===== src/rtl/point_to_occupancy_grid_update_unit_assert.svh =====
// ---------------------------------------------------------------------------
// Occupancy grid update unit assertion macros
// Shared concurrent assertion forms, clocked on clk, disabled in reset.
// ---------------------------------------------------------------------------
`ifndef POINT_TO_OCCUPANCY_GRID_UPDATE_UNIT_ASSERT_SVH
`define POINT_TO_OCCUPANCY_GRID_UPDATE_UNIT_ASSERT_SVH

// same-cycle implication
`define OGU_ASSERT_IMPL(lbl, ante, cons) \
  lbl: assert property (@(posedge clk) disable iff (!rst_n) (ante) |-> (cons)) \
    else $error("assertion failed");

// next-cycle implication
`define OGU_ASSERT_NEXT(lbl, ante, cons) \
  lbl: assert property (@(posedge clk) disable iff (!rst_n) (ante) |=> (cons)) \
    else $error("assertion failed");

`endif


===== src/rtl/ogu_pkg.sv =====
// ---------------------------------------------------------------------------
// Occupancy grid update package
// Shared sizes, codes and the front-to-back command record.
// ---------------------------------------------------------------------------
package ogu_pkg;

  localparam int MAX_COLS       = 64;
  localparam int MAX_ROWS       = 64;
  localparam int INFLATE_RADIUS = 3;
  localparam int COL_W          = $clog2(MAX_COLS);
  localparam int ROW_W          = $clog2(MAX_ROWS);
  localparam int ADDR_W         = COL_W + ROW_W;
  localparam int DIM_W          = 7;
  localparam int VAL_W          = 7;
  localparam int OFF_W          = $clog2(2 * INFLATE_RADIUS + 1);
  localparam int MAG_W          = 16;
  localparam int CS_W           = 12;
  localparam int BIT_CNT_W      = $clog2(MAG_W);
  localparam logic [VAL_W-1:0] CELL_FULL = 7'd100;

  // request codes
  localparam logic [1:0] REQ_POINT = 2'd0;
  localparam logic [1:0] REQ_DECAY = 2'd1;
  localparam logic [1:0] REQ_READ  = 2'd2;

  // register indexes
  typedef enum logic [2:0] {
    REG_ORIGIN_X   = 3'd0,
    REG_ORIGIN_Y   = 3'd1,
    REG_CELL_SIZE  = 3'd2,
    REG_Z_LOW      = 3'd3,
    REG_Z_HIGH     = 3'd4,
    REG_MAP_WIDTH  = 3'd5,
    REG_MAP_HEIGHT = 3'd6
  } reg_idx_t;

  typedef enum logic [2:0] {
    ST_OUTSIDE = 3'd0,
    ST_FREE    = 3'd1,
    ST_OCC     = 3'd2,
    ST_DECAY   = 3'd3,
    ST_READ    = 3'd4
  } status_t;

  typedef enum logic [2:0] {
    CMD_NONE,
    CMD_FREE,
    CMD_OCC,
    CMD_DECAY,
    CMD_READ
  } cmd_kind_t;

  typedef struct packed {
    cmd_kind_t        kind;
    logic [COL_W-1:0] col;
    logic [ROW_W-1:0] row;
    logic [DIM_W-1:0] used_w;
    logic [DIM_W-1:0] used_h;
  } cmd_t;

  typedef struct packed {
    logic signed [15:0] origin_x;
    logic signed [15:0] origin_y;
    logic [CS_W-1:0]    cell_size;
    logic signed [15:0] z_low;
    logic signed [15:0] z_high;
    logic [DIM_W-1:0]   used_w;
    logic [DIM_W-1:0]   used_h;
  } cfg_t;

  typedef enum logic [1:0] {
    FE_IDLE,
    FE_DIV,
    FE_EVAL,
    FE_PUSH
  } fe_state_t;

  typedef enum logic [2:0] {
    B_CLEAR,
    B_IDLE,
    B_START,
    B_INFL,
    B_DECAY,
    B_DRAIN,
    B_RDWAIT,
    B_DONE
  } be_state_t;

  // offset pair lies inside the inflation circle
  function automatic logic in_circle(logic [OFF_W-1:0] i, logic [OFF_W-1:0] j);
    int di;
    int dj;
    di = int'(i) - INFLATE_RADIUS;
    dj = int'(j) - INFLATE_RADIUS;
    return (di * di + dj * dj) <= INFLATE_RADIUS * INFLATE_RADIUS;
  endfunction

endpackage


===== src/rtl/ogu_queue.sv =====
// ---------------------------------------------------------------------------
// Occupancy grid command queue
// Two-entry FIFO of commands between the front and back ends.
// ---------------------------------------------------------------------------
module ogu_queue (
  input  logic          clk,
  input  logic          rst_n,
  input  logic          push,
  input  ogu_pkg::cmd_t push_data,
  input  logic          pop,
  output ogu_pkg::cmd_t pop_data,
  output logic          full,
  output logic          empty
);

  ogu_pkg::cmd_t mem_r [2];
  logic       wr_ptr_r, wr_ptr_nxt, rd_ptr_r, rd_ptr_nxt;
  logic [1:0] count_r, count_nxt;

  assign full     = count_r == 2'd2;
  assign empty    = count_r == 2'd0;
  assign pop_data = mem_r[rd_ptr_r];

  // pointer and fill count update
  always_comb begin
    wr_ptr_nxt = wr_ptr_r ^ push;
    rd_ptr_nxt = rd_ptr_r ^ pop;
    count_nxt  = count_r + {1'b0, push} - {1'b0, pop};
  end

  always_ff @(posedge clk) begin
    if (!rst_n) begin
      wr_ptr_r <= 1'b0;
      rd_ptr_r <= 1'b0;
      count_r  <= 2'd0;
    end else begin
      wr_ptr_r <= wr_ptr_nxt;
      rd_ptr_r <= rd_ptr_nxt;
      count_r  <= count_nxt;
    end
    if (push) begin
      mem_r[wr_ptr_r] <= push_data;
    end
  end

endmodule


===== config.mk =====
export PLATFORM = sky130hd
export DESIGN_NAME = ogu_queue
export DESIGN_NICKNAME = d
export VERILOG_FILES = /design/src/rtl/point_to_occupancy_grid_update_unit_assert.svh /design/src/rtl/ogu_pkg.sv /design/src/rtl/ogu_queue.sv
export SDC_FILE = /design/constraint.sdc
export NUM_CORES = 1
export LEC_CHECK = 0
export ABC_AREA = 1
export BUFFER_PORTS_ARGS = -buffer_cell sky130_fd_sc_hd__clkbuf_2
export CORE_AREA = 2 2 86 88
export DETAILED_ROUTE_END_ITERATION = 10
export DIE_AREA = 0 0 88 90
export GPL_ROUTABILITY_DRIVEN = 0
export GPL_TIMING_DRIVEN = 0
export PLACE_DENSITY_LB_ADDON = 0.3
export SLEW_MARGIN = 15
export SYNTH_ARGS = -nofsm -noshare
export SYNTH_HDL_FRONTEND = slang
export SYNTH_SLANG_ARGS = --single-unit
export TNS_END_PERCENT = 5

===== constraint.sdc =====
create_clock -name clk -period 2 [get_ports clk]
set_input_delay 0.1 -clock clk [delete_from_list [all_inputs] [get_ports clk]]
set_output_delay 0.1 -clock clk [all_outputs]
set_load 0.01 [all_outputs]

[After elaboration in Yosys (flattened, before gate mapping)]
Memory sizes are Yosys's and may differ from the RTL's. A register that Yosys moved wholly into a read port is not among the register bits.
Cells that the tools add are included.
Widths: inputs -> output; s select.
Storage, ports and cells
  output and inout port bits: 31
  memories: 1
  RAM bits: 58
  word-level logic and storage cells: 13
  bits in registers: 4
  input bits: 33
Operators by class
  eq/ne operators: 1
  add/subtract/negate cells: 2
  bitwise logic cells: 2
  reductions and logical operators: 1
  multiplexer cells: 3
Memory list
  mem_r: depth 2, width 29, read ports 1, clocked after Yosys merged registers in 1, write ports 1, line ogu_queue.sv:16  | ogu_pkg::cmd_t mem_r [2];
Operators with widths (count)
  $mux 1: 3
  $add 2x1->2: 1
  $eq 2x2->1 const B: 1
  $logic_not 2->1: 1
  $sub 2x1->2: 1
  $xor 1x1->1: 2

[Depth between registers and ports, before layout]
  word-level depth: 2
  depth in mapped cells: 9
  depth with buffers taken out: 9

[Least setup slack after synthesis]
Ideal clock, no wire load.
  kind: reg2reg
  start: reg wr_ptr_r
  end: mem mem_r[0][0] (netlist name) (enable)
  clock period less this slack: 1487 ps
  arrival time: 1099 ps
  stages on the path, launching flop included: 3
  required time: 1611 ps
  path slack: 513 ps
  buffers on the path: 0
  setup time: 389 ps
  cell sequence: dfxtp_1 > inv_1 > ha_1
RTL lines
  start: declaration: line ogu_queue.sv:17  | logic wr_ptr_r, wr_ptr_nxt, rd_ptr_r, rd_ptr_nxt;
  start signal: assignment: line ogu_queue.sv:37  | wr_ptr_r <= wr_ptr_nxt;
  end: declaration: line ogu_queue.sv:16
Straight into the memory's write port.

==> reports/metrics.yaml <==
outcome:
  status: "completed"
finish:
  syn_to_final_growth_pct: 42.8
  num-nets-final: 262
  layout-drive-gt1-share: 0.500
  antenna_cells: 0
  final_util: 0.481
  instances_no_fill: 329
setup_path:
  cp_num_buf_inv: 3
  slowest_delay_ns: 0.34
  cp.arrival_ns: 1.47
  worstSetupEndpointType: "primary output"
  critPathSlowestCell: "dfxtp_1"
  r2r_cells: 3
  cp_max_fo: 10
  worstSetupPathType: "reg2out"
  r2r_start: "wr_ptr_r$_SDFF_PN0_"
  rr_endpoint: "mem_r[0][12]$_DFFE_PP_"
  crit_chain: "buf_6, buf_6, mux2_4, clkbuf_2"
  cp_data_required_time_ns: 1.90
  worst-r2r-setup-slack_ns: 0.74
  crit_top_cell: "buf_6"
  cp-start-kind: "flip-flop"
  critical_path.top_delay_family: "buffers and inverters"
synthesis:
  post-synth-top-count-cell: "edfxtp_1"
  synth_top_area_frac: 0.736
  netlist_instances: 119
  synth_area_mm2: 0.00237
  ys_seq_area_frac: 0.778
  synthTopCellsByCount: "edfxtp_1, mux2_2, mux2_4"
  ys_ff_latch: 63
  synth_edf_count: 58
  yosys_warnings: 0
  syn_nets: 156
  async_reset_ff_frac: 0
  yosysUniqueCellTypes: 13
  synth_top_area_cell: "edfxtp_1"
  synthTopCellsByArea: "edfxtp_1, mux2_2, mux2_4"
  avgSynthCellArea_um2: 19.9
  synth_flop_cell: "edfxtp_1"
drt:
  vias: 1364
  drt-total-wl_um: 4140
  ant_nets: 0
  viasPerCell: 4.15
  firstDrtPassIters: 4
  wire_per_inst_um: 12.6
  met2_length_um: 2140
  routed.top_layer: "met4"
  drt_iter0_drc: 70
  detail_route.drc_violations: 0
  route.met3.wl_um: 256
  wl_met1_um: 1680
hold_path:
  worstHoldPathType: "in2reg"
  hold_path_end: "rd_ptr_r$_SDFF_PN0_"
  hold_path.startpoint: "pop"
  hold_path_depth: 3
floorplanning:
  rows: 31
  start_util: 0.337
  core_mm2: 0.00702
  fp.dieArea_mm2: 0.00792
  die_w_um: 88
  fp.dieH_um: 90
  pin_count: 64
clock_network:
  cts_resized: 0
  clock-sinks: 63
  root_buffer: "clkbuf_8"
  cts_tree: "built"
  htreeDepth: 3
  clock_path_buffers: 2
  cts_buffers: 9
  clk_pin_slew_worst_paths_ns: 0.07
  insertion_delay_ns: 0.34
global_routing:
  grt-ovfl-total: 0
  antenna_found_initial: 0
  grt_max_degree: 23
  grt_pass1_vias: 1392
  grt_pass1_wl_um: 6360
  grt_util_all_layers: 0.111
timing:
  finalSetupTns_ns: 0
  tightest_slew_ns: 0.344
  maxSlewHeadroom: 0.770
  min_period_over_period: 0.787
  fmax_mhz: 635
  drv_slew: 0
  final.setup_skew_ns: 0.00623
  rsz0062_at_grt: "no"
  whs_ns: 0.0521
  min_period_ns: 1.57
  finalSetupViolations: 0
  finalHoldViolCount: 0
power_and_ir_drop:
  ir_drop_uv: 507
  p_leak_nw: 1.35
  powerDensity_mw_per_mm2: 937
placement:
  place_hpwl_um: 2750
  placedCellCount: 283
  port-buffer-count: 63
run:
  maxCapViolCount: 0
==> sequential cells by signal, indices dropped and copies added (netlist names), named ones only <==
signal	count
count_r	2
mem_r	58
rd_ptr_r	1
wr_ptr_r	1
==> layout make-up <==
| class | count | area [um^2] |
|---|---|---|
| plain buffers | 3 | 27.5 |
| inverters | 7 | 26.3 |
| repair buffers | 95 | 663 |
| flip-flops and latches | 63 | 1840 |
| fillers | 635 | 3640 |
| well taps | 99 | 124 |
| clock buffers | 9 | 124 |
| clock inverters | 7 | 97.6 |
| multi-input cells | 46 | 475 |
==> worst register-to-register path, delay by kind of cell, from the launching register on <==
kind                       cells  cell delay [ns]
buffers and inverters          2             0.28
DFF                            1             0.31
adders and majority gates      1             0.39
==> repair_timing <==
item / in CTS / in global routing
hold buffers: 30 / 0
endpoints found under the hold margin: 60 / 0
setup buffers: 0 / 0
==> metal layers <==
metal,up-vias,GRT usage
met2,51,0.187
li1,660,-
met4,0,0.0615
met3,5,0.0478
met1,648,0.114
met5,-,0
==> worst max path at each step <==
stage,slack [ns],end,depth (start not counted)
after global placement,-0.01,mem_r[0][2]$_DFFE_PP_,2
after global routing,0.34,pop_data[22],4
after detailed placement,0.71,mem_r[0][21]$_DFFE_PP_,3
final,0.43,pop_data[18],4
after CTS,0.38,pop_data[18],4
after floorplan,0.51,mem_r[0][0]$_DFFE_PP_,2
==> per-stage QoR <==
stage / instance area [um^2] / power [mW] / worst slack, ns
finish: 3380 / 3.17 / 0.425
global route: 3380 / 3.32 / 0.335
CTS: 3380 / 3.22 / 0.380
detailed placement: 2860 / 1.97 / 0.712
global placement: 2810 / 1.95 / -0.0109
floorplan: 2370 / 1.80 / 0.513
==> layout by cell type (no fill, tap or decap), drive strengths merged <==
cell and n:
nand3 1, clkbuf 72, dfxtp 5, edfxtp 58, dlygate4sd3 30, buf 5
clkinvlp 2, inv 7, mux2 29, nand2 4, ha 4, bufinv 2
xnor2 1, a21oi 1, nor2 6, clkinv 3
==> cells by family (layout without fill, tap and decap cells) <==
family	count (synthesis)	after routing	synth area share
AOI/OAI and AO/OA	1	1	0.00211
muxes	29	29	0.154
and+or+nand+nor	11	11	0.0180
buffers and inverters	10	121	0.0227
xor gates and xnor gates	1	1	0.00370
adders and majority gates	4	4	0.0212
DFF	63	63	0.778
==> where the power goes <==
group / internal [mW] / leakage (nW) / switching (mW)
combinational: 0.226 / 0.656 / 0.194
sequential: 1.53 / 0.586 / 0.0215
clock: 0.702 / 0.105 / 0.492
Note: power is estimated with default switching activity, not from simulation.
