==> src/rtl/point_to_occupancy_grid_update_unit_assert.svh <==
// ---------------------------------------------------------------------------
// Occupancy grid update unit assertion macros
// Shared concurrent assertion forms, clocked on clk, disabled in reset.
// ---------------------------------------------------------------------------
`ifndef POINT_TO_OCCUPANCY_GRID_UPDATE_UNIT_ASSERT_SVH
`define POINT_TO_OCCUPANCY_GRID_UPDATE_UNIT_ASSERT_SVH

// same-cycle implication
`define OGU_ASSERT_IMPL(lbl, ante, cons) \
  lbl: assert property (@(posedge clk) disable iff (!rst_n) (ante) |-> (cons)) \
    else $error("assertion failed");

// next-cycle implication
`define OGU_ASSERT_NEXT(lbl, ante, cons) \
  lbl: assert property (@(posedge clk) disable iff (!rst_n) (ante) |=> (cons)) \
    else $error("assertion failed");

`endif

==> src/rtl/ogu_pkg.sv <==
// ---------------------------------------------------------------------------
// Occupancy grid update package
// Shared sizes, codes and the front-to-back command record.
// ---------------------------------------------------------------------------
package ogu_pkg;

  localparam int MAX_COLS       = 64;
  localparam int MAX_ROWS       = 64;
  localparam int INFLATE_RADIUS = 3;
  localparam int COL_W          = $clog2(MAX_COLS);
  localparam int ROW_W          = $clog2(MAX_ROWS);
  localparam int ADDR_W         = COL_W + ROW_W;
  localparam int DIM_W          = 7;
  localparam int VAL_W          = 7;
  localparam int OFF_W          = $clog2(2 * INFLATE_RADIUS + 1);
  localparam int MAG_W          = 16;
  localparam int CS_W           = 12;
  localparam int BIT_CNT_W      = $clog2(MAG_W);
  localparam logic [VAL_W-1:0] CELL_FULL = 7'd100;

  // request codes
  localparam logic [1:0] REQ_POINT = 2'd0;
  localparam logic [1:0] REQ_DECAY = 2'd1;
  localparam logic [1:0] REQ_READ  = 2'd2;

  // register indexes
  typedef enum logic [2:0] {
    REG_ORIGIN_X   = 3'd0,
    REG_ORIGIN_Y   = 3'd1,
    REG_CELL_SIZE  = 3'd2,
    REG_Z_LOW      = 3'd3,
    REG_Z_HIGH     = 3'd4,
    REG_MAP_WIDTH  = 3'd5,
    REG_MAP_HEIGHT = 3'd6
  } reg_idx_t;

  typedef enum logic [2:0] {
    ST_OUTSIDE = 3'd0,
    ST_FREE    = 3'd1,
    ST_OCC     = 3'd2,
    ST_DECAY   = 3'd3,
    ST_READ    = 3'd4
  } status_t;

  typedef enum logic [2:0] {
    CMD_NONE,
    CMD_FREE,
    CMD_OCC,
    CMD_DECAY,
    CMD_READ
  } cmd_kind_t;

  typedef struct packed {
    cmd_kind_t        kind;
    logic [COL_W-1:0] col;
    logic [ROW_W-1:0] row;
    logic [DIM_W-1:0] used_w;
    logic [DIM_W-1:0] used_h;
  } cmd_t;

  typedef struct packed {
    logic signed [15:0] origin_x;
    logic signed [15:0] origin_y;
    logic [CS_W-1:0]    cell_size;
    logic signed [15:0] z_low;
    logic signed [15:0] z_high;
    logic [DIM_W-1:0]   used_w;
    logic [DIM_W-1:0]   used_h;
  } cfg_t;

  typedef enum logic [1:0] {
    FE_IDLE,
    FE_DIV,
    FE_EVAL,
    FE_PUSH
  } fe_state_t;

  typedef enum logic [2:0] {
    B_CLEAR,
    B_IDLE,
    B_START,
    B_INFL,
    B_DECAY,
    B_DRAIN,
    B_RDWAIT,
    B_DONE
  } be_state_t;

  // offset pair lies inside the inflation circle
  function automatic logic in_circle(logic [OFF_W-1:0] i, logic [OFF_W-1:0] j);
    int di;
    int dj;
    di = int'(i) - INFLATE_RADIUS;
    dj = int'(j) - INFLATE_RADIUS;
    return (di * di + dj * dj) <= INFLATE_RADIUS * INFLATE_RADIUS;
  endfunction

endpackage

==> src/rtl/ogu_front.sv <==
// ---------------------------------------------------------------------------
// Occupancy grid front end
// Accepts requests, maps points to cells with a bit-serial divider and
// pushes a classified command into the queue.
// ---------------------------------------------------------------------------
module ogu_front (
  input  logic                    clk,
  input  logic                    rst_n,
  input  logic                    in_valid,
  output logic                    in_ready,
  input  logic [1:0]              in_req_type,
  input  logic signed [15:0]      in_point_x,
  input  logic signed [15:0]      in_point_y,
  input  logic signed [15:0]      in_point_z,
  input  logic [5:0]              in_read_col,
  input  logic [5:0]              in_read_row,
  input  ogu_pkg::cfg_t           cfg,
  input  logic                    enable,
  input  logic                    q_full,
  output logic                    q_push,
  output ogu_pkg::cmd_t           q_data
);

  ogu_pkg::fe_state_t state_r, state_nxt;
  ogu_pkg::cmd_kind_t kind_r, kind_nxt;
  logic [ogu_pkg::COL_W-1:0]     col_r, col_nxt;
  logic [ogu_pkg::ROW_W-1:0]     row_r, row_nxt;
  logic                          occ_r, occ_nxt;
  logic                          negx_r, negx_nxt, negy_r, negy_nxt;
  logic [ogu_pkg::MAG_W-1:0]     dx_r, dx_nxt, dy_r, dy_nxt;
  logic [ogu_pkg::CS_W-1:0]      rx_r, rx_nxt, ry_r, ry_nxt;
  logic [ogu_pkg::CS_W-1:0]      cs_r, cs_nxt;
  logic [ogu_pkg::BIT_CNT_W-1:0] cnt_r, cnt_nxt;

  logic                 accept;
  logic signed [16:0]   diff_x, diff_y;
  logic [16:0]          abs_x, abs_y;
  logic [ogu_pkg::CS_W:0] tx, ty;
  logic                 gex, gey;
  logic                 col_ok, row_ok;

  assign in_ready = (state_r == ogu_pkg::FE_IDLE) && enable;
  assign accept   = in_valid && in_ready;

  // signed offsets from the origin and their magnitudes
  assign diff_x = {in_point_x[15], in_point_x} - {cfg.origin_x[15], cfg.origin_x};
  assign diff_y = {in_point_y[15], in_point_y} - {cfg.origin_y[15], cfg.origin_y};
  assign abs_x  = diff_x[16] ? 17'(-diff_x) : 17'(diff_x);
  assign abs_y  = diff_y[16] ? 17'(-diff_y) : 17'(diff_y);

  // one restoring division step per cycle for both axes
  assign tx  = {rx_r, dx_r[ogu_pkg::MAG_W-1]};
  assign ty  = {ry_r, dy_r[ogu_pkg::MAG_W-1]};
  assign gex = tx >= {1'b0, cs_r};
  assign gey = ty >= {1'b0, cs_r};

  // quotient in range: truncation toward zero leaves small negatives at 0
  assign col_ok = (!negx_r || (dx_r == '0)) && (dx_r < {9'b0, cfg.used_w});
  assign row_ok = (!negy_r || (dy_r == '0)) && (dy_r < {9'b0, cfg.used_h});

  // next state
  always_comb begin
    state_nxt = state_r;
    case (state_r)
      ogu_pkg::FE_IDLE: begin
        if (accept) begin
          state_nxt = (in_req_type == ogu_pkg::REQ_POINT) ? ogu_pkg::FE_DIV
                                                          : ogu_pkg::FE_PUSH;
        end
      end
      ogu_pkg::FE_DIV: begin
        if (cnt_r == ogu_pkg::BIT_CNT_W'(ogu_pkg::MAG_W - 1)) begin
          state_nxt = ogu_pkg::FE_EVAL;
        end
      end
      ogu_pkg::FE_EVAL: state_nxt = ogu_pkg::FE_PUSH;
      ogu_pkg::FE_PUSH: begin
        if (!q_full) begin
          state_nxt = ogu_pkg::FE_IDLE;
        end
      end
      default: state_nxt = ogu_pkg::FE_IDLE;
    endcase
  end

  // datapath and outputs
  always_comb begin
    kind_nxt = kind_r;
    col_nxt  = col_r;
    row_nxt  = row_r;
    occ_nxt  = occ_r;
    negx_nxt = negx_r;
    negy_nxt = negy_r;
    dx_nxt   = dx_r;
    dy_nxt   = dy_r;
    rx_nxt   = rx_r;
    ry_nxt   = ry_r;
    cs_nxt   = cs_r;
    cnt_nxt  = cnt_r;
    q_push   = 1'b0;
    case (state_r)
      ogu_pkg::FE_IDLE: begin
        if (accept) begin
          col_nxt = '0;
          row_nxt = '0;
          case (in_req_type)
            ogu_pkg::REQ_POINT: begin
              kind_nxt = ogu_pkg::CMD_NONE;
              occ_nxt  = (in_point_z > cfg.z_low) && (in_point_z < cfg.z_high);
              negx_nxt = diff_x[16];
              negy_nxt = diff_y[16];
              dx_nxt   = abs_x[ogu_pkg::MAG_W-1:0];
              dy_nxt   = abs_y[ogu_pkg::MAG_W-1:0];
              rx_nxt   = '0;
              ry_nxt   = '0;
              cs_nxt   = (cfg.cell_size == '0) ? ogu_pkg::CS_W'(1) : cfg.cell_size;
              cnt_nxt  = '0;
            end
            ogu_pkg::REQ_DECAY: kind_nxt = ogu_pkg::CMD_DECAY;
            ogu_pkg::REQ_READ: begin
              col_nxt  = in_read_col;
              row_nxt  = in_read_row;
              kind_nxt = (({1'b0, in_read_col} < cfg.used_w) &&
                          ({1'b0, in_read_row} < cfg.used_h)) ? ogu_pkg::CMD_READ
                                                             : ogu_pkg::CMD_NONE;
            end
            default: kind_nxt = ogu_pkg::CMD_NONE;
          endcase
        end
      end
      ogu_pkg::FE_DIV: begin
        rx_nxt  = gex ? ogu_pkg::CS_W'(tx - {1'b0, cs_r}) : tx[ogu_pkg::CS_W-1:0];
        ry_nxt  = gey ? ogu_pkg::CS_W'(ty - {1'b0, cs_r}) : ty[ogu_pkg::CS_W-1:0];
        dx_nxt  = {dx_r[ogu_pkg::MAG_W-2:0], gex};
        dy_nxt  = {dy_r[ogu_pkg::MAG_W-2:0], gey};
        cnt_nxt = cnt_r + 1'b1;
      end
      ogu_pkg::FE_EVAL: begin
        if (col_ok && row_ok) begin
          kind_nxt = occ_r ? ogu_pkg::CMD_OCC : ogu_pkg::CMD_FREE;
          col_nxt  = dx_r[ogu_pkg::COL_W-1:0];
          row_nxt  = dy_r[ogu_pkg::ROW_W-1:0];
        end else begin
          kind_nxt = ogu_pkg::CMD_NONE;
        end
      end
      ogu_pkg::FE_PUSH: q_push = !q_full;
      default: ;
    endcase
  end

  assign q_data.kind   = kind_r;
  assign q_data.col    = col_r;
  assign q_data.row    = row_r;
  assign q_data.used_w = cfg.used_w;
  assign q_data.used_h = cfg.used_h;

  always_ff @(posedge clk) begin
    if (!rst_n) begin
      state_r <= ogu_pkg::FE_IDLE;
    end else begin
      state_r <= state_nxt;
    end
    kind_r <= kind_nxt;
    col_r  <= col_nxt;
    row_r  <= row_nxt;
    occ_r  <= occ_nxt;
    negx_r <= negx_nxt;
    negy_r <= negy_nxt;
    dx_r   <= dx_nxt;
    dy_r   <= dy_nxt;
    rx_r   <= rx_nxt;
    ry_r   <= ry_nxt;
    cs_r   <= cs_nxt;
    cnt_r  <= cnt_nxt;
  end

endmodule

==> config.mk <==
export PLATFORM = sky130hd
export DESIGN_NAME = ogu_front
export DESIGN_NICKNAME = d
export VERILOG_FILES = /design/src/rtl/point_to_occupancy_grid_update_unit_assert.svh /design/src/rtl/ogu_pkg.sv /design/src/rtl/ogu_front.sv
export SDC_FILE = /design/constraint.sdc
export NUM_CORES = 1
export LEC_CHECK = 0
export BUFFER_PORTS_ARGS = -buffer_cell sky130_fd_sc_hd__clkbuf_2
export CAP_MARGIN = 10
export CORE_ASPECT_RATIO = 0.6
export CORE_UTILIZATION = 39
export CTS_BUF_LIST = sky130_fd_sc_hd__clkbuf_4
export CTS_CLUSTER_DIAMETER = 200
export DETAILED_ROUTE_END_ITERATION = 8
export MAX_ROUTING_LAYER = met4
export PLACE_DENSITY = 0.64
export SLEW_MARGIN = 0
export SYNTH_ARGS = -nofsm -noshare
export SYNTH_HDL_FRONTEND = slang
export SYNTH_SLANG_ARGS = --single-unit
==> constraint.sdc <==
create_clock -name clk -period 10.74 [get_ports clk]
set_input_delay 1.611 -clock clk [delete_from_list [all_inputs] [get_ports clk]]
set_output_delay 1.611 -clock clk [all_outputs]
set_load 0.03 [all_outputs]
== Yosys cells after proc, flatten, opt, wreduce, memory -nomap -nowiden ==
Cells that the tools add are included.
Storage, ports and cells
  word-level logic and storage cells: 100
  flip-flop bits (word level): 92
  bits of input ports: 157
  output and inout bits: 31
Cells by class
  add/subtract/negate cells: 7
  reductions and logical operators: 24
  muxes and demuxes: 37
  magnitude comparators: 8
  equal/unequal tests: 11
Operators with widths (count)
  16-bit two-way mux: 6
  16-bit one-hot mux with 2 select lines: 2
  12-bit two-way mux: 4
  12-bit one-hot mux with 2 select lines: 2
  6-bit two-way mux: 6
  16-bit by 16-bit subtractor with 17-bit output: 2
  16-bit logical NOT: 2
  16-bit by 7-bit less-than comparator with 1-bit output: 2
  16-bit negator: 2
  13-bit by 12-bit >= comparator with 1-bit output: 2
  6-bit one-hot mux with 2 select lines: 2
  12-bit subtractor: 2
  16-bit greater-than comparator: 1
  16-bit less-than comparator: 1
  6-bit by 7-bit less-than comparator with 1-bit output: 2
  12-bit logical NOT: 1
  2-bit two-way mux: 6
  3-bit one-hot mux with 2 select lines: 2
  3-bit AND reduction: 4
  4-bit two-way mux: 2
  2-bit inequality test (second input constant): 4
  2-bit one-hot mux with 4 select lines: 1
  4-bit one-hot mux with 2 select lines: 1
  1-bit logical AND: 7
  12 further kinds: 21

== Depth between registers and ports, before layout ==
Gate-level depths: netlist (run 1).
  word-level depth: 6
  depth in mapped cells: 13
  gate-level depth less buffers: 13

== Least setup slack after synthesis (run 1) ==
No wires, ideal clock.
  kind: input port to flip-flop
  from: input port in_point_y[0]
  to: register dy_r[15] (netlist name), data pin
  required time: 10.480 ns
  setup slack: 6.010 ns
  arrival time: 4.470 ns
  path buffers: 0
  setup time: 0.260 ns
  stages: 12
  path through: inv_1 -> ha_1 -> fa_1 -> nand2b_1 -> a21o_1 -> a311oi_1 -> o211ai_1 -> or3_1 -> or4_4 -> o41ai_2 -> xor2_1 -> mux2_2
Between the ends
  word-level cells in the longest chain between the ends: 6
RTL lines
  from (decl): RTL line ogu_front.sv:13  | input logic signed [15:0] in_point_y,
  16-bit by 16-bit subtractor with 17-bit output *: RTL line ogu_front.sv:47  | assign diff_y = {in_point_y[15], in_point_y} - {cfg.origin_y[15], cfg.origin_y};
  16-bit negator: RTL line ogu_front.sv:49  | assign abs_y = diff_y[16] ? 17'(-diff_y) : 17'(diff_y);
  16-bit two-way mux *: RTL line ogu_front.sv:49
  16-bit two-way mux *: RTL line ogu_front.sv:106  | case (in_req_type)
  16-bit two-way mux *: RTL line ogu_front.sv:103  | if (accept) begin
  16-bit one-hot mux with 2 select lines *: RTL line ogu_front.sv:101  | case (state_r)
  named net dy_nxt, one bit: RTL line ogu_front.sv:30  | logic [ogu_pkg::MAG_W-1:0] dx_r, dx_nxt, dy_r, dy_nxt;
  to (signal assigned): RTL line ogu_front.sv:171  | dy_r <= dy_nxt;
  to (decl): RTL line ogu_front.sv:30
Mark *: on every way through the listed nets, which the timed path passes. The rest lies on a longest branch. The select of a mux whose other input is x is not followed.
A chain may end at the register's enable or synchronous reset.

== Final worst setup path (run 1) ==
Ends and elaborated chain as after synthesis.

==> results of run 1 <==
## worst min-delay path: stages (launching register included)
cell and delay [ns]:
dfxtp_1 0.37, nor2_1 0.11, a211oi_1 0.05
## cells in the mapped netlist, types with 12 or more instances
library cell and instances:
buf_4 14, o21a_1 12, mux2_2 27, edfxtp_1 90, xnor2_1 45, nor3_1 18, xor2_1 17, clkbuf_1 26
nand3_1 25, ha_1 120, inv_1 118, nor2_1 67, nor4_1 15, a22o_1 12, a21oi_1 56, o21ai_0 50
nand2_1 44, nor2b_1 18, nand2b_1 14, a21o_1 32
## layer usage
metal / global-route usage, % / share of wire (%)
met5: - / 0
met4: 3.54 / 0.87
met3: 2.83 / 5.9
met2: 27.4 / 40
met1: 30.4 / 53
## registers in the layout, summed over array words and instances (netlist names)
name,flops
cs_r,12
dx_r,16
rx_r,12
state_r,2
dy_r,16
occ_r,1
col_r,6
negx_r,1
cnt_r,4
row_r,6
negy_r,1
kind_r,3
ry_r,12
## cell type report
cell class	instances	area, um^2	share of cell area, %
Sequential cell	92	2740	26.9
Tap cell	308	385	3.78
Clock inverter	7	98.8	0.969
Inverter	120	450	4.42
Clock buffer	9	67.6	0.663
Multi-Input combinational cell	722	5480	53.7
Timing Repair Buffer	192	973	9.55
## where the power goes
group	switching [mW]	total, mW	leakage [nW]	internal [mW]
Combinational	0.496	0.834	3.79	0.338
Sequential	0.0570	0.595	0.852	0.538
Clock	0.134	0.229	0.0865	0.0956
## cell families after synthesis
logic type,after synthesis
muxes,36
adders and majority gates,124
and+or+nand+nor,253
buffers and inverters,163
xor gates and xnor gates,62
AOI/OAI and AO/OA,247
DFF,92
## stage by stage
step           utilization [%]  total power, mW  setup WS, ns  cell area [um^2]
3_3_place_gp              45.2             1.41          5.73             10000
6_report                  46.0             1.66          6.20             10200
4_1_cts                   46.0             1.66          6.25             10200
5_1_grt                   46.0             1.77          5.90             10200
2_1_floorplan                -             1.21          6.01              8880
3_5_place_dp              45.2             1.43          5.70             10000
## cells in the final DEF, fill, tap and decap left out, types with 8 or more instances in the layout
cell	instances
ha_1	120
edfxtp_1	90
o21ai_0	50
nand2b_1	14
o21a_1	12
a21o_1	32
nor2b_1	18
mux2_2	27
nand4_1	11
inv_1	118
nor4_1	15
clkbuf_4	9
mux2i_1	9
nor3_1	18
nor2_1	67
a21oi_1	56
a31oi_1	11
a211oi_1	11
xor2_1	17
clkbuf_2	187
nand3_1	25
nand2_1	44
or3_1	8
a22o_1	12
xnor2_1	45
## final timing paths
check,slack [ns],from,endpoint,cells after the start
max,6.20,in_point_y[0],dy_r[15],13
min,0.56,state_r[0],state_r[0],2
max reg2reg,7.11,cs_r[1],ry_r[2],11
min reg2reg,0.56,state_r[0],state_r[0],2
==> impl_metrics.yaml, run 1 <==
grt:
  grt_pass1_wl_um: 35900
  antenna_found_initial: 0
  grt.total_usage_pct: 19.8
  grt_overflow: 0
  grt_pass1_vias: 7055
  grt_start_max_net_pins: 61
synthesis:
  yosys.area_share.adder_pct: 17.8
  yosysTopAreaCellShare_pct: 30.4
  synth_area_leader_cell: "edfxtp_1"
  synthMuxAreaShare_pct: 4.44
  synth_xor_area_share_pct: 6.11
  syn_area_mm2: 0.00888
  synth.avg_cell_area_um2: 9.09
  synth_top_family_by_area: "compound AO/OA/AOI/OAI gates"
  synth_compound_area_share_pct: 18.7
  synthDistinctLibCells: 72
  syn_inst: 977
  yosys.area_share.simple_pct: 14.5
  synth_edf_count: 90
  synth_ff_type: "edfxtp_1"
  ys_warn_count: 0
  ys_seq_area_share_pct: 30.9
  synth_area_leaders: "edfxtp_1 30%, ha_1 17%, inv_1 5.0%, xnor2_1 4.4%, mux2_2 3.4%"
  synth-seq-cells: 92
  async_flop_share_pct: 0
  synthesis.nets: 1258
sta:
  hold_violations: 0
  finalHoldWorstSlack_ns: 0.561
  fin_worst_skew_ns: 0.0232
  setup_violations: 0
  post-route-period-util_pct: 42.3
  fmax_mhz: 220
  fin_crit_ns: 4.54
  rsz0062_at_grt: "false"
  slew_viol_final: 0
  tightestPinTransition_ns: 0.948
  slew_headroom_pct: 36.8
  setup_tns_ns: 0
floorplanning:
  rows: 42
  die_area_mm2: 0.0234
  die_w_um: 197
  start_util_pct: 40.1
  core-area_mm2: 0.0222
  io_pins: 188
  die_h_um: 119
power_and_ir_drop:
  worst_ir_drop_vdd_mv: 0.106
  leakagePower_nw: 4.73
  p_per_area_mw_per_mm2: 163
setup_path:
  crit_family: "simple AND/OR/NAND/NOR gates"
  slowest_stage: "or4_4"
  crit_chain: "clkbuf_2 > inv_1 > ha_1 > fa_1 > nand2b_1 > a21o_1 > a311oi_1 > o211ai_1 > or3_1 > or4_4 > o41ai_2 > xor2_1 > mux2_2"
  cp-start-kind: "primary input"
  critical_path_buf_inv_count: 2
  path_class: "in2reg"
  crit_path_max_incr_delay_ns: 0.45
  cp.required_ns: 11.00
  critPathArrivalTime_ns: 4.80
  cp_max_fo: 3
  endpoint_kind: "register"
cells_and_area:
  n_antenna_cell: 0
  fillers: 2253
  fin_cells: 1450
  nets: 1418
  synthToLayoutAreaGrowth_pct: 14.8
  layout-drive-gt1-share_pct: 22.2
clock_network:
  cts_tree: "done"
  ctsHoldBuffers: 0
  cts_setup_buffers: 0
  clockRootBuffer: "clkbuf_4"
  cts_made_buffers: 9
  cts_sinks: 92
  cts-resized-gates: 0
  cts.path.max_buffers: 2
  path_clk_slew_ns: 0.16
  clock_latency_ns: 0.48
  htreeDepth: 3
min_path:
  min_path_type: "reg2reg"
flow_run:
  drv_cap: 0
detailed_routing:
  drc: 0
  drt-total-wl_um: 22500
  postRouteAntennaNets: 0
  routedWlPerCell_um: 15.5
  route.vias.total: 7656
  vias_per_cell: 5.28
  first_pass_iters: 5
  drtIter0Drc: 462
placed_design:
  place_congestion: 0.887
  place_inst: 1434
  portBuffers: 187
  hpwl_um: 18200
outcome:
  status: "complete, no violations"
Power figures use the tool's default switching activity.
==> inputs of run 2 (changes only) <==
clock period = 4.49 ns   (was 10.74 ns; I/O delays follow)
==> run 2 against run 1 <==
Effect of this change:
- sequential power up 140%
- non-clock buffer count rose by 5
- hold slack got worse by 0.17 ns
- global-route usage down 0.13 points
- clock skew increased by 0.0036 ns
- via count is 0.43% lower
- sequential cell count unchanged
- utilization is 0.19 points higher
- critical path depth is the same
- clock power up 130%
- combinational power up 140%
- first-iteration DRC count increased by 14%
==> impl_metrics.yaml, run 2 (same netlist as run 1, synthesis figures left out) <==
sta:
  slew_viol_final: 0
  fin_crit_ns: 3.64
  hold_violations: 0
  fin_worst_skew_ns: 0.0268
  fin_ws_ns: 0.847
  slew_headroom_pct: 38.2
  fmax_mhz: 274
  tightestPinTransition_ns: 0.926
  setup_violations: 0
  setup_tns_ns: 0
  rsz0062_at_grt: "false"
  post-route-period-util_pct: 81.1
setup_path:
  path_class: "in2reg"
  cp-start-kind: "primary input"
  cp_max_fo: 3
  critPathArrivalTime_ns: 3.90
  r2r_cells: 10
  cp.required_ns: 4.74
  endpoint_kind: "register"
clock_network:
  cts_made_buffers: 9
  cts_setup_buffers: 0
  cts_tree: "done"
  path_clk_slew_ns: 0.17
  ctsHoldBuffers: 0
  clockRootBuffer: "clkbuf_4"
  cts_sinks: 92
  htreeDepth: 3
  clock_latency_ns: 0.47
  cts.path.max_buffers: 2
  cts-resized-gates: 0
outcome:
  status: "complete, no violations"
grt:
  grt_start_max_net_pins: 35
  grt_pass1_wl_um: 35600
  grt.total_usage_pct: 19.7
  grt_pass1_vias: 7039
  grt_overflow: 0
  antenna_found_initial: 1
floorplanning:
  core-area_mm2: 0.0222
  start_util_pct: 40.1
  die_area_mm2: 0.0234
  rows: 42
  io_pins: 188
  die_h_um: 119
  die_w_um: 197
cells_and_area:
  final_core_util_pct: 46.2
  nets: 1423
  layout-drive-gt1-share_pct: 22.6
  design_area_mm2: 0.0102
  synthToLayoutAreaGrowth_pct: 15.3
  largestRegisters: "dx_r (16), dy_r (16)"
  final_common_cell: "clkbuf_2"
  most-common-layout-cells: "187 x clkbuf_2, 120 x ha_1, 118 x inv_1"
min_path:
  hold_depth: 1
  min_path_type: "in2reg"
detailed_routing:
  drtIter0Drc: 528
  drc: 0
  postRouteAntennaNets: 0
  route.vias.total: 7623
  vias_per_cell: 5.24
  drt-total-wl_um: 22300
  first_pass_iters: 6
  routedWlPerCell_um: 15.3
power_and_ir_drop:
  leakagePower_nw: 4.76
  worst_ir_drop_vdd_mv: 0.256
  p_per_area_mw_per_mm2: 387
placed_design:
  placed_cell_area_mm2: 0.0101
  place_congestion: 0.895
  hpwl_um: 18300
  pre_cts_slack_ns: 0.371
  portBuffers: 187
flow_run:
  drv_cap: 0
## run 2: cell types whose count changed in the layout (fill, tap and decap cells not counted)
cell / previous run / this run
clkinvlp_4: 1 / 0
clkinv_4: 2 / 3
buf_4: 5 / 10
diode_2: 0 / 1
## run 2: critical path, cell delays in order
cell and delay [ns]:
clkbuf_2 0.08, inv_1 0.03, ha_1 0.20, fa_1 0.41
nand2b_1 0.20, a21o_1 0.19, a311oi_1 0.41, o211ai_1 0.19
or3_1 0.40, or4_4 0.45, o41ai_2 0.25, xor2_1 0.11
mux2_2 0.30
## run 2: power breakdown
group | switching, mW | internal (mW)
clock | 0.303 | 0.230
sequential | 0.128 | 1.28
combinational | 1.19 | 0.823
total | 1.62 | 2.34
## run 2: per-layer routing
layer | wire (um) | vias up | GRT usage [%]
li1 | - | 3871 | -
met1 | 11700 | 3518 | 29.2
met2 | 9090 | 225 | 28.4
met3 | 1410 | 9 | 3.46
met4 | 97 | 0 | 2.71
met5 | 0 | - | -
## run 2: cell type report
cell class / instances / area [um^2]
Fill cell: 2179 / 11900
Clock buffer: 9 / 67.6
Tap cell: 308 / 385
Timing Repair Buffer: 197 / 1010
Antenna cell: 1 / 2.50
Sequential cell: 92 / 2740
Inverter: 120 / 450
Clock inverter: 7 / 100
Multi-Input combinational cell: 722 / 5480
## run 2: worst paths after layout
kind,endpoint,slack [ns],start
min,cs_r[6],0.40,cfg[52]
max,dy_r[15],0.85,in_point_y[0]
max reg2reg,ry_r[9],0.90,cs_r[1]
min reg2reg,state_r[0],0.58,state_r[0]
## run 2: per-stage QoR
step                hold slack, ns  instances  power, mW
finish                       0.396       1456       3.96
CTS                          0.365       1455       3.98
detailed placement           0.563       1439       3.43
global placement             0.534       1439       3.40
global route                 0.361       1456       4.25
floorplan                    0.507        977       2.88
